[config.mk]
export PLATFORM = sky130hd
export DESIGN_NAME = ipv4_header_classifier_stats
export DESIGN_NICKNAME = d
export VERILOG_FILES = /design/src/ihc_pkg.sv /design/src/ihc_front.sv /design/src/ihc_queue.sv /design/src/ihc_back.sv /design/src/ipv4_header_classifier_stats.sv
export SDC_FILE = /design/constraint.sdc
export NUM_CORES = 1
export LEC_CHECK = 0
export BUFFER_PORTS_ARGS = -buffer_cell sky130_fd_sc_hd__buf_4
export CORE_ASPECT_RATIO = 0.5
export CORE_MARGIN = 2
export CORE_UTILIZATION = 50
export CTS_CLUSTER_DIAMETER = 60
export DETAILED_ROUTE_END_ITERATION = 10
export MAX_ROUTING_LAYER = met4
export PLACE_DENSITY = 0.73
export SKIP_CTS_REPAIR_TIMING = 1
export SYNTH_ARGS = -nofsm -noshare
export SYNTH_HDL_FRONTEND = slang
export SYNTH_SLANG_ARGS = --single-unit
[constraint.sdc]
create_clock -name clk_i -period 7.32 [get_ports clk_i]
set_input_delay 0.732 -clock clk_i [delete_from_list [all_inputs] [get_ports clk_i]]
set_output_delay 0.732 -clock clk_i [all_outputs]
set_load 0.02 [all_outputs]
[src/ihc_pkg.sv]
`default_nettype none

package ihc_pkg;

  // Frame layout
  localparam int unsigned ETH_HEADER_BYTES = 14;
  localparam int unsigned IP_HEADER_BYTES  = 20;
  localparam int unsigned POS_W            = 6;

  localparam logic [POS_W-1:0] POS_ET_HI  = POS_W'(ETH_HEADER_BYTES - 2);
  localparam logic [POS_W-1:0] POS_ET_LO  = POS_W'(ETH_HEADER_BYTES - 1);
  localparam logic [POS_W-1:0] POS_IHL    = POS_W'(ETH_HEADER_BYTES + 0);
  localparam logic [POS_W-1:0] POS_TOS    = POS_W'(ETH_HEADER_BYTES + 1);
  localparam logic [POS_W-1:0] POS_TOT_HI = POS_W'(ETH_HEADER_BYTES + 2);
  localparam logic [POS_W-1:0] POS_TOT_LO = POS_W'(ETH_HEADER_BYTES + 3);
  localparam logic [POS_W-1:0] POS_ID_HI  = POS_W'(ETH_HEADER_BYTES + 4);
  localparam logic [POS_W-1:0] POS_ID_LO  = POS_W'(ETH_HEADER_BYTES + 5);
  localparam logic [POS_W-1:0] POS_FRG_HI = POS_W'(ETH_HEADER_BYTES + 6);
  localparam logic [POS_W-1:0] POS_FRG_LO = POS_W'(ETH_HEADER_BYTES + 7);
  localparam logic [POS_W-1:0] POS_TTL    = POS_W'(ETH_HEADER_BYTES + 8);
  localparam logic [POS_W-1:0] POS_PROTO  = POS_W'(ETH_HEADER_BYTES + 9);
  localparam logic [POS_W-1:0] POS_IP_END = POS_W'(ETH_HEADER_BYTES + IP_HEADER_BYTES - 1);

  // EtherType codes
  localparam logic [15:0] ETHERTYPE_IPV4   = 16'h0800;
  localparam logic [15:0] ETHERTYPE_MIN_II = 16'h0600;

  // Frame kinds
  typedef enum logic [1:0] {
    KIND_IPV4  = 2'd0,
    KIND_OTHER = 2'd1,
    KIND_8023  = 2'd2
  } frame_kind_e;

  // IP protocol numbers
  localparam logic [7:0] IPPROTO_ICMP = 8'h01;
  localparam logic [7:0] IPPROTO_IGMP = 8'h02;
  localparam logic [7:0] IPPROTO_IPIP = 8'h04;
  localparam logic [7:0] IPPROTO_TCP  = 8'h06;
  localparam logic [7:0] IPPROTO_UDP  = 8'h11;
  localparam logic [7:0] IPPROTO_IPV6 = 8'h29;
  localparam logic [7:0] IPPROTO_OSPF = 8'h59;

  // Protocol classes
  localparam logic [2:0] PC_ICMP  = 3'd0;
  localparam logic [2:0] PC_IGMP  = 3'd1;
  localparam logic [2:0] PC_IPIP  = 3'd2;
  localparam logic [2:0] PC_TCP   = 3'd3;
  localparam logic [2:0] PC_UDP   = 3'd4;
  localparam logic [2:0] PC_IPV6  = 3'd5;
  localparam logic [2:0] PC_OSPF  = 3'd6;
  localparam logic [2:0] PC_OTHER = 3'd7;
  localparam int unsigned NUM_PROTO_CNT = 7;

  // Size bins
  localparam logic [15:0] SIZE_LIM0 = 16'd160;
  localparam logic [15:0] SIZE_LIM1 = 16'd640;
  localparam logic [15:0] SIZE_LIM2 = 16'd1280;
  localparam logic [15:0] SIZE_LIM3 = 16'd5120;
  localparam int unsigned NUM_SIZE_CNT = 5;

  // Fragment flags and classes
  localparam logic [15:0] FRAG_DF       = 16'h4000;
  localparam logic [15:0] FRAG_MF       = 16'h2000;
  localparam logic [15:0] FRAG_OFS_MASK = 16'h1FFF;
  localparam logic [2:0]  FC_DF     = 3'd0;
  localparam logic [2:0]  FC_FIRST  = 3'd1;
  localparam logic [2:0]  FC_MIDDLE = 3'd2;
  localparam logic [2:0]  FC_LAST   = 3'd3;
  localparam logic [2:0]  FC_ONLY   = 3'd4;

  localparam int unsigned OUT_CNT_W = 32;

  // Word handed from the parser to the statistics side
  typedef struct packed {
    frame_kind_e kind;
    logic [3:0]  ihl;
    logic [7:0]  tos;
    logic [15:0] tot;
    logic [15:0] id;
    logic [15:0] frag;
    logic [7:0]  ttl;
    logic [7:0]  proto;
  } hdr_word_t;

  function automatic logic [2:0] proto_class_f(input logic [7:0] p);
    logic [2:0] c;
    unique case (p)
      IPPROTO_ICMP: c = PC_ICMP;
      IPPROTO_IGMP: c = PC_IGMP;
      IPPROTO_IPIP: c = PC_IPIP;
      IPPROTO_TCP:  c = PC_TCP;
      IPPROTO_UDP:  c = PC_UDP;
      IPPROTO_IPV6: c = PC_IPV6;
      IPPROTO_OSPF: c = PC_OSPF;
      default:      c = PC_OTHER;
    endcase
    return c;
  endfunction

  function automatic logic [2:0] size_bin_f(input logic [15:0] t);
    logic [2:0] b;
    if (t < SIZE_LIM0) b = 3'd0;
    else if (t < SIZE_LIM1) b = 3'd1;
    else if (t < SIZE_LIM2) b = 3'd2;
    else if (t < SIZE_LIM3) b = 3'd3;
    else b = 3'd4;
    return b;
  endfunction

  function automatic logic [2:0] frag_class_f(input logic [15:0] f);
    logic       mf;
    logic       zero_ofs;
    logic [2:0] c;
    mf       = (f & FRAG_MF) != 16'd0;
    zero_ofs = (f & FRAG_OFS_MASK) == 16'd0;
    if ((f & FRAG_DF) != 16'd0) c = FC_DF;
    else if (mf) c = zero_ofs ? FC_FIRST : FC_MIDDLE;
    else c = zero_ofs ? FC_ONLY : FC_LAST;
    return c;
  endfunction

endpackage

`default_nettype wire

[src/ihc_front.sv]
`default_nettype none

module ihc_front import ihc_pkg::*; (
  input  wire logic       clk_i,
  input  wire logic       rst_ni,
  input  wire logic       in_valid_i,
  output logic            in_stall_o,
  input  wire logic [7:0] data_byte_i,
  input  wire logic       frame_start_i,
  input  wire logic       q_full_i,
  output logic            push_o,
  output hdr_word_t       push_word_o
);

  logic [POS_W-1:0] pos_q, pos_d;
  logic             done_q, done_d;
  logic [7:0]       et_hi_q;
  logic [3:0]       ihl_q;
  logic [7:0]       tos_q, ttl_q, proto_q;
  logic [15:0]      tot_q, id_q, frag_q;

  logic             accept;
  logic             cur_done;
  logic [POS_W-1:0] cur_pos;
  logic [15:0]      ethertype;

  // Stall only when the queue cannot take a word
  assign in_stall_o = q_full_i;
  assign accept     = in_valid_i && !q_full_i;

  assign cur_done  = frame_start_i ? 1'b0 : done_q;
  assign cur_pos   = frame_start_i ? '0 : pos_q;
  assign ethertype = {et_hi_q, data_byte_i};

  // Position tracking and word generation
  always_comb begin
    pos_d       = pos_q;
    done_d      = done_q;
    push_o      = 1'b0;
    push_word_o = '{kind: KIND_IPV4, ihl: ihl_q, tos: tos_q, tot: tot_q, id: id_q,
                    frag: frag_q, ttl: ttl_q, proto: proto_q};
    if (accept) begin
      done_d = cur_done;
      if (!cur_done) begin
        pos_d = cur_pos + 1'b1;
        if (cur_pos == POS_ET_LO) begin
          if (ethertype != ETHERTYPE_IPV4) begin
            push_o           = 1'b1;
            push_word_o.kind = (ethertype < ETHERTYPE_MIN_II) ? KIND_8023 : KIND_OTHER;
            done_d           = 1'b1;
          end
        end else if (cur_pos == POS_IP_END) begin
          push_o = 1'b1;
          done_d = 1'b1;
        end
      end
    end
  end

  always_ff @(posedge clk_i or negedge rst_ni) begin
    if (!rst_ni) begin
      pos_q  <= '0;
      done_q <= 1'b1;
    end else begin
      pos_q  <= pos_d;
      done_q <= done_d;
    end
  end

  // Header field capture
  always_ff @(posedge clk_i) begin
    if (accept && !cur_done) begin
      case (cur_pos)
        POS_ET_HI:  et_hi_q      <= data_byte_i;
        POS_IHL:    ihl_q        <= data_byte_i[3:0];
        POS_TOS:    tos_q        <= data_byte_i;
        POS_TOT_HI: tot_q[15:8]  <= data_byte_i;
        POS_TOT_LO: tot_q[7:0]   <= data_byte_i;
        POS_ID_HI:  id_q[15:8]   <= data_byte_i;
        POS_ID_LO:  id_q[7:0]    <= data_byte_i;
        POS_FRG_HI: frag_q[15:8] <= data_byte_i;
        POS_FRG_LO: frag_q[7:0]  <= data_byte_i;
        POS_TTL:    ttl_q        <= data_byte_i;
        POS_PROTO:  proto_q      <= data_byte_i;
        default: ;
      endcase
    end
  end

endmodule

`default_nettype wire

[src/ihc_queue.sv]
`default_nettype none

module ihc_queue import ihc_pkg::*; (
  input  wire logic       clk_i,
  input  wire logic       rst_ni,
  input  wire logic       push_i,
  input  hdr_word_t       push_word_i,
  output logic            full_o,
  output logic            valid_o,
  output hdr_word_t       word_o,
  input  wire logic       pop_i
);

  localparam int unsigned Depth = 2;

  hdr_word_t  mem_q [Depth];
  logic       wr_ptr_q, rd_ptr_q;
  logic [1:0] count_q;

  assign full_o  = count_q == 2'(Depth);
  assign valid_o = count_q != 2'd0;
  assign word_o  = mem_q[rd_ptr_q];

  // Pointers and fill level
  always_ff @(posedge clk_i or negedge rst_ni) begin
    if (!rst_ni) begin
      wr_ptr_q <= 1'b0;
      rd_ptr_q <= 1'b0;
      count_q  <= '0;
    end else begin
      if (push_i) wr_ptr_q <= ~wr_ptr_q;
      if (pop_i) rd_ptr_q <= ~rd_ptr_q;
      if (push_i && !pop_i) count_q <= count_q + 1'b1;
      else if (pop_i && !push_i) count_q <= count_q - 1'b1;
    end
  end

  always_ff @(posedge clk_i) begin
    if (push_i) mem_q[wr_ptr_q] <= push_word_i;
  end

endmodule

`default_nettype wire

[src/ihc_back.sv]
`default_nettype none

module ihc_back import ihc_pkg::*; #(
  parameter int unsigned COUNTER_BITS = 32
) (
  input  wire logic        clk_i,
  input  wire logic        rst_ni,
  input  wire logic        q_valid_i,
  input  hdr_word_t        q_word_i,
  output logic             pop_o,
  output logic             out_valid_o,
  input  wire logic        out_stall_i,
  output logic [1:0]       frame_kind_o,
  output logic [2:0]       protocol_class_o,
  output logic [31:0]      protocol_count_o,
  output logic [2:0]       size_bin_o,
  output logic [31:0]      size_count_o,
  output logic [5:0]       header_bytes_o,
  output logic [15:0]      total_bytes_o,
  output logic [15:0]      payload_bytes_o,
  output logic [7:0]       hop_limit_o,
  output logic [7:0]       service_type_o,
  output logic [2:0]       fragment_class_o,
  output logic [15:0]      datagram_id_o
);

  logic [COUNTER_BITS-1:0] proto_cnt_q [NUM_PROTO_CNT];
  logic [COUNTER_BITS-1:0] size_cnt_q  [NUM_SIZE_CNT];

  logic                    is_ip;
  logic [2:0]              pc;
  logic [2:0]              sb;
  logic                    pc_counted;
  logic [COUNTER_BITS-1:0] pc_next;
  logic [COUNTER_BITS-1:0] sb_next;
  logic [5:0]              hlen;
  logic [15:0]             payload;

  // Take a word when the output register is free or being drained
  assign pop_o = q_valid_i && (!out_valid_o || !out_stall_i);

  // Classification and counter increments
  assign is_ip      = q_word_i.kind == KIND_IPV4;
  assign pc         = proto_class_f(q_word_i.proto);
  assign sb         = size_bin_f(q_word_i.tot);
  assign pc_counted = pc != PC_OTHER;
  assign pc_next    = pc_counted ? proto_cnt_q[pc] + 1'b1 : '0;
  assign sb_next    = size_cnt_q[sb] + 1'b1;
  assign hlen       = {q_word_i.ihl, 2'b00};
  assign payload    = (q_word_i.tot > 16'(hlen)) ? q_word_i.tot - 16'(hlen) : 16'd0;

  always_ff @(posedge clk_i or negedge rst_ni) begin
    if (!rst_ni) begin
      out_valid_o <= 1'b0;
      for (int i = 0; i < NUM_PROTO_CNT; i++) proto_cnt_q[i] <= '0;
      for (int i = 0; i < NUM_SIZE_CNT; i++) size_cnt_q[i] <= '0;
    end else begin
      if (pop_o) out_valid_o <= 1'b1;
      else if (!out_stall_i) out_valid_o <= 1'b0;
      if (pop_o && is_ip) begin
        if (pc_counted) proto_cnt_q[pc] <= pc_next;
        size_cnt_q[sb] <= sb_next;
      end
    end
  end

  // Result register; non-IPv4 words carry only their kind
  always_ff @(posedge clk_i) begin
    if (pop_o) begin
      frame_kind_o     <= q_word_i.kind;
      protocol_class_o <= is_ip ? pc : 3'd0;
      protocol_count_o <= is_ip ? OUT_CNT_W'(pc_next) : '0;
      size_bin_o       <= is_ip ? sb : 3'd0;
      size_count_o     <= is_ip ? OUT_CNT_W'(sb_next) : '0;
      header_bytes_o   <= is_ip ? hlen : 6'd0;
      total_bytes_o    <= is_ip ? q_word_i.tot : 16'd0;
      payload_bytes_o  <= is_ip ? payload : 16'd0;
      hop_limit_o      <= is_ip ? q_word_i.ttl : 8'd0;
      service_type_o   <= is_ip ? q_word_i.tos : 8'd0;
      fragment_class_o <= is_ip ? frag_class_f(q_word_i.frag) : 3'd0;
      datagram_id_o    <= is_ip ? q_word_i.id : 16'd0;
    end
  end

endmodule

`default_nettype wire

[src/ipv4_header_classifier_stats.sv]
// Channel  Direction  Handshake              Payload
// in       sink       in_valid_i/in_stall_o   data_byte_i, frame_start_i
// out      source     out_valid_o/out_stall_i frame_kind_o .. datagram_id_o
//
// One byte is taken per cycle unless in_stall_o is high; a completed record passes through
// the queue, then the result register. Without output stalls the parser sets throughput.
// Reset clears all statistics counters; bytes are ignored until a frame start.
// in_stall_o rises only when the two-word queue to the counter stage is full.
`default_nettype none

module ipv4_header_classifier_stats import ihc_pkg::*; #(
  parameter int unsigned COUNTER_BITS = 32
) (
  input  wire logic        clk_i,
  input  wire logic        rst_ni,
  input  wire logic        in_valid_i,
  output logic             in_stall_o,
  input  wire logic [7:0]  data_byte_i,
  input  wire logic        frame_start_i,
  output logic             out_valid_o,
  input  wire logic        out_stall_i,
  output logic [1:0]       frame_kind_o,
  output logic [2:0]       protocol_class_o,
  output logic [31:0]      protocol_count_o,
  output logic [2:0]       size_bin_o,
  output logic [31:0]      size_count_o,
  output logic [5:0]       header_bytes_o,
  output logic [15:0]      total_bytes_o,
  output logic [15:0]      payload_bytes_o,
  output logic [7:0]       hop_limit_o,
  output logic [7:0]       service_type_o,
  output logic [2:0]       fragment_class_o,
  output logic [15:0]      datagram_id_o
);

  logic      q_full;
  logic      push;
  hdr_word_t push_word;
  logic      q_valid;
  hdr_word_t q_word;
  logic      pop;

  // Byte parser
  ihc_front u_front (
    .clk_i         (clk_i),
    .rst_ni        (rst_ni),
    .in_valid_i    (in_valid_i),
    .in_stall_o    (in_stall_o),
    .data_byte_i   (data_byte_i),
    .frame_start_i (frame_start_i),
    .q_full_i      (q_full),
    .push_o        (push),
    .push_word_o   (push_word)
  );

  // Decoupling queue
  ihc_queue u_queue (
    .clk_i       (clk_i),
    .rst_ni      (rst_ni),
    .push_i      (push),
    .push_word_i (push_word),
    .full_o      (q_full),
    .valid_o     (q_valid),
    .word_o      (q_word),
    .pop_i       (pop)
  );

  // Statistics and result register
  ihc_back #(
    .COUNTER_BITS (COUNTER_BITS)
  ) u_back (
    .clk_i            (clk_i),
    .rst_ni           (rst_ni),
    .q_valid_i        (q_valid),
    .q_word_i         (q_word),
    .pop_o            (pop),
    .out_valid_o      (out_valid_o),
    .out_stall_i      (out_stall_i),
    .frame_kind_o     (frame_kind_o),
    .protocol_class_o (protocol_class_o),
    .protocol_count_o (protocol_count_o),
    .size_bin_o       (size_bin_o),
    .size_count_o     (size_count_o),
    .header_bytes_o   (header_bytes_o),
    .total_bytes_o    (total_bytes_o),
    .payload_bytes_o  (payload_bytes_o),
    .hop_limit_o      (hop_limit_o),
    .service_type_o   (service_type_o),
    .fragment_class_o (fragment_class_o),
    .datagram_id_o    (datagram_id_o)
  );

endmodule

`default_nettype wire

==> results.toml, run 1 <==
[sta]
setup_viol = 0
final-hold-violation-count = 0
fin_ws_ns = 0.881
max_clock_freq_mhz = 155
rsz0062_at_grt = "false"
final-max-slew-violation-count = 0
min_period_ns = 6.44
fin_skew_ns = 0.0221
period_share_pct = 88.0
setup_tns_ns = 0
worstMarginPinSlew_ns = 1.14
slew_headroom_pct = 23.7

[synth]
ys_ff_latch = 776
avgSynthCellArea_um2 = 11.6
ys_top_cells_by_area = "edfxtp_1, dfrtp_1, o21ai_0, nand2_1, nor2_1"
async_flop_share_pct = 51.0
syn_area_um2 = 32400
synth_cell_types = 86
netlist_instances = 2802
synth_enable_flop_cells = 380
yosysWarnings = 0
netlist.area_leader.share_pct = 35.2
synthFlopType = "dfrtp_1"
ys_seq_area_share_pct = 65.9
synth_most_common_cell = "nand2_1"
yosysTopAreaCell = "edfxtp_1"
synthTopCellsByCount = "nand2_1, o21ai_0, dfrtp_1"

[routing]
wl_per_cell_um = 20.6
drc = 0
dr.first_iter.drc_count = 2239
dr.pass1.iters = 6
viasPerCell = 5.74
antenna_left = 0
wl_mm = 79.4
num_vias = 22117

[power_and_ir_drop]
ir_drop_v = 0.000182
p_leak_nw = 14.5
p_per_area_nw_per_um2 = 315

[layout]
final-seq-area_um2 = 21300
num-fill-cells = 5106
drive_above_1_share_pct = 13.9
nNetsFinal = 2949
area_growth_pct = 14.0
multi_input_area_um2 = 10400

[placed_design]
routabilityCongestion = 0.868
port_buffers = 157
post-place-ws_ns = 1.11
hpwl_mm = 48.0

[setup_path]
r2r_cells = 12
r2r_start = "u_queue.rd_ptr_q"
cp-start-kind = "register"
critPathRequiredTime_ns = 7.65
worstPathArrival_ns = 6.77
r2r_end = "u_back.protocol_count_o[30]"
rrSetupSlack_ns = 0.88
crit_fanout = 67
endpoint_kind = "register"
crit_type = "reg2reg"

[global_routing]
grt_max_degree = 156
use_met2_pct = 39.5
grt_pass1_wl_mm = 125
use_met3_pct = 4.06
grt_antenna_before_repair = 2
track_usage_pct = 24.7
grt_busiest_layer = "met2"
grtUsageMet1_pct = 33.4
grt_pass1_vias = 21937
grt_remaining_overflow = 0

[floorplan]
core-area_um2 = 63500
dieWidth_um = 364
floorplan.rows = 65
io-pin-count = 160
die_area_um2 = 66900
initial_core_util_pct = 51.0
die_h_um = 184

[cts]
clock_path_buffers = 3
cts_tree = "built"
cts.htree.levels = 3
ctsRootBufferMaster = "clkbuf_16"
clock-sinks = 776
clock_latency_ns = 0.62
cts_buffers = 70
clkSlewWorstSetupHoldPaths_ns = 0.07

[worst_hold_path]
hp-class = "in2async"

[run]
drv_cap = 0

[run_status]
status = "finished clean"
cell families after synthesis:
kind of cell               after synthesis  share of synthesized area (%)
other                                    1                         0.0116
DFF                                    776                           65.9
adders and majority gates               13                          0.526
AOI/OAI and AO/OA                      680                           12.4
xor gates and xnor gates                78                           2.25
and+or+nand+nor                        968                           13.4
muxes                                   97                           3.11
buffers and inverters                  189                           2.39
layer usage:
layer	wire (um)	up-vias
met5	0	-
met4	1490	0
met3	5300	127
met2	38200	765
met1	34400	10956
li1	-	10269
per-stage QoR:
stage               instances  instance area (um2)  util, %  power [mW]  hold WS (ns)
floorplan                2803                32400        -        6.96         0.421
global placement         3722                34500     54.4        7.89         0.422
detailed placement       3722                34500     54.4        7.94         0.429
CTS                      3849                36900     58.1        11.7         0.196
global route             3850                36900     58.1        12.1         0.197
finish                   3851                36900     58.1        11.6        0.0922
state kept, by name, summed over array words and instances, names as in the netlist, 4 cells and up:
signal,count
u_front.tos_q,8
u_back.total_bytes_o,16
u_front.et_hi_q,8
u_back.payload_bytes_o,16
u_front.id_q,16
u_front.ttl_q,8
u_back.service_type_o,8
u_front.proto_q,8
u_queue.mem_q,154
u_back.size_count_o,32
u_back.header_bytes_o,4
u_front.pos_q,6
u_back.proto_cnt_q,224
u_front.tot_q,16
u_back.protocol_count_o,32
u_front.ihl_q,4
u_back.datagram_id_o,16
u_back.size_cnt_q,160
u_front.frag_q,15
u_back.hop_limit_o,8
worst max-delay path, cell delays in order (launching register included):
cell     delay, ns
dfrtp_4       0.96
or4b_2        0.73
a21oi_1       0.43
o21ai_2       0.14
nand2_2       0.41
buf_4         0.31
a21oi_1       0.10
or4_1         0.58
nor4_2        0.60
nand4_1       0.79
nor3_1        0.50
xor2_1        0.50
nor2_1        0.08
layout by cell type (no fill, tap or decap), types with 39 or more instances in the layout:
master,n
nand2_1,497
o21ai_0,403
dfrtp_1,394
edfxtp_1,380
nor2_1,220
buf_4,212
clkbuf_16,74
mux2i_1,67
a21oi_1,51
nor3_1,39
layout make-up:
| cell class | instances | area share (%) |
|---|---|---|
| antenna | 2 | 0.0136 |
| clock buffer | 100 | 5.50 |
| clock inverter | 27 | 0.898 |
| inverter | 22 | 0.237 |
| multi-input combinational | 1838 | 28.2 |
| sequential | 776 | 57.8 |
| tap | 871 | 2.95 |
| timing repair buffer | 215 | 4.46 |
power by group:
group / total, mW / internal (mW) / switching, mW
Combinational: 2.48 / 0.806 / 1.68
Sequential: 5.37 / 5.11 / 0.258
Clock: 3.78 / 2.14 / 1.64
Total: 11.6 / 8.05 / 3.58
worst max-delay path by stage:
| stage | start | endpoint | cells past startpoint |
|---|---|---|---|
| 6_report | u_queue.rd_ptr_q | u_back.protocol_count_o[30] | 12 |
| 5_1_grt | u_queue.rd_ptr_q | u_back.proto_cnt_q[126] | 12 |
| 4_1_cts | u_queue.rd_ptr_q | u_back.size_count_o[23] | 12 |
| 3_5_place_dp | u_queue.rd_ptr_q | u_back.size_count_o[23] | 12 |
| 3_3_place_gp | u_queue.rd_ptr_q | u_back.size_count_o[23] | 12 |
| 2_1_floorplan | frame_start_i | u_queue.mem_q[0][0] | 10 |
No activity file was read; power rests on OpenSTA's default activity.
==> run 2: changes to the inputs <==
- MAX_ROUTING_LAYER: met4 -> unset
==> run 2 against run 1 <==
Routed wire length fell by 0.17%; critical path type unchanged; combinational power barely moved; worst setup slack improved by 0.066 ns; highest routed layer unchanged; global-route usage fell by 0.74 points; die area did not move; total power barely moved; utilization barely moved.
==> results.toml, run 2 (synthesis results as in run 1) <==
[layout]
num-fill-cells = 5106
layout_commonest_cell = "nand2_1"
regMostFlops = "u_back.proto_cnt_q"
drive_above_1_share_pct = 13.9
top_regs = "u_back.proto_cnt_q (224), u_back.size_cnt_q (160), u_queue.mem_q (154)"
n_antenna_cell = 0
nNetsFinal = 2949
largest_reg_flops = 224
final_cell_mix = "nand2_1, o21ai_0, dfrtp_1, edfxtp_1, nor2_1"
multi_input_area_um2 = 10400
final-seq-area_um2 = 21300
area_growth_pct = 14.0

[power_and_ir_drop]
seq_power_share_pct = 46.2
p_leak_nw = 14.5
ir_drop_v = 0.000182
clkPwrFrac_pct = 32.5
p_int_mw = 8.05
finalPower_mw = 11.6
p_per_area_nw_per_um2 = 315
pwr-share-comb_pct = 21.3
switching_power_mw = 3.57
swShare_pct = 30.7

[global_routing]
grt_remaining_overflow = 0
track_usage_pct = 24.0
grt_antenna_before_repair = 2
grt_pass1_vias = 21950
grt_pass1_wl_mm = 125
grt_max_degree = 156

[placed_design]
hpwl_mm = 48.0
port_buffers = 157
routabilityCongestion = 0.854

[floorplan]
dieWidth_um = 364
initial_core_util_pct = 51.0
io-pin-count = 160
die_h_um = 184
die_area_um2 = 66900
floorplan.rows = 65
core-area_um2 = 63500

[setup_path]
crit_fanout = 67
cp-start-kind = "register"
critPathRequiredTime_ns = 7.66
crit_type = "reg2reg"
endpoint_kind = "register"
worstPathArrival_ns = 6.71

[routing]
dr.first_iter.drc_count = 2091
viasPerCell = 5.76
num_vias = 22177
wl_met3_mm = 5.38
dr.pass1.iters = 7
drc = 0
wl_met2_mm = 38.1
wl_met1_mm = 34.3
highest_layer = "met4"
antenna_left = 0
wl_mm = 79.2
wl_per_cell_um = 20.6

[sta]
period_share_pct = 87.1
setup_tns_ns = 0
min_period_ns = 6.37
max_clock_freq_mhz = 157
final-hold-violation-count = 0
fin_skew_ns = 0.0217
rsz0062_at_grt = "false"
final-max-slew-violation-count = 0
slew_headroom_pct = 24.8
setup_viol = 0
worstMarginPinSlew_ns = 1.13

[cts]
clock_latency_ns = 0.62
cts_tree = "built"
ctsRootBufferMaster = "clkbuf_16"
cts.htree.levels = 3
clock-sinks = 776
clock_path_buffers = 3
clkSlewWorstSetupHoldPaths_ns = 0.07
cts_buffers = 70

[run]
drv_cap = 0

[run_status]
status = "finished clean"

[worst_hold_path]
hp-class = "in2async"
-- run 2: through the flow --
stage	std cells	hold WS [ns]	worst slack (ns)	utilization [%]	area, um2
after floorplan	2803	0.421	1.35	-	32400
after global placement	3722	0.422	1.20	54.4	34500
after detailed placement	3722	0.429	1.11	54.4	34500
after CTS	3849	0.196	1.07	58.1	36900
after global routing	3849	0.197	0.452	58.1	36900
final	3849	0.0900	0.947	58.1	36900
-- run 2: layout make-up --
type,instances,share of cell area (%)
Tap cell,871,2.95
Multi-Input combinational cell,1838,28.2
Inverter,22,0.237
Clock buffer,100,5.50
Timing Repair Buffer,215,4.46
Sequential cell,776,57.8
Clock inverter,27,0.899
-- run 2: worst max-delay path, cell delays in order, from the launching register on --
cell and delay [ns]:
dfrtp_4 0.96, or4b_2 0.73, a21oi_1 0.43, o21ai_2 0.14, nand2_2 0.40, buf_4 0.31
a21oi_1 0.09, or4_1 0.58, nor4_2 0.60, nand4_1 0.76, nor3_1 0.48, xor2_1 0.50
nor2_1 0.08
-- run 2: worst paths after layout --
kind | slack (ns) | from | depth (start not counted) | endpoint
worst max-delay path | 0.95 | u_queue.rd_ptr_q | 12 | u_back.protocol_count_o[30]
worst min-delay path | 0.09 | rst_ni | 1 | u_front.pos_q[1]
worst max register to register | 0.95 | u_queue.rd_ptr_q | 12 | u_back.protocol_count_o[30]
worst min register to register | 0.44 | u_front.frag_q[11] | 0 | u_queue.mem_q[1][27]
max in group asynchronous | 5.70 | rst_ni | 2 | u_back.proto_cnt_q[71]
min in group clk_i | 0.36 | out_stall_i | 3 | u_back.out_valid_o
-- run 2: power by group through the flow --
stage | sequential [mW] | clock [mW] | combinational, mW
detailed placement | 5.46 | 0 | 2.48
global route | 5.41 | 4.01 | 2.69
CTS | 5.37 | 3.83 | 2.50
global placement | 5.45 | 0 | 2.44
floorplan | 5.67 | 0 | 1.29
finish | 5.37 | 3.78 | 2.48
-- run 2: layer usage --
metal,GRT usage (%),vias to the layer above
met1,33.4,11027
met4,5.81,0
met2,39.5,764
met3,4.06,114
met5,0,-
li1,-,10272
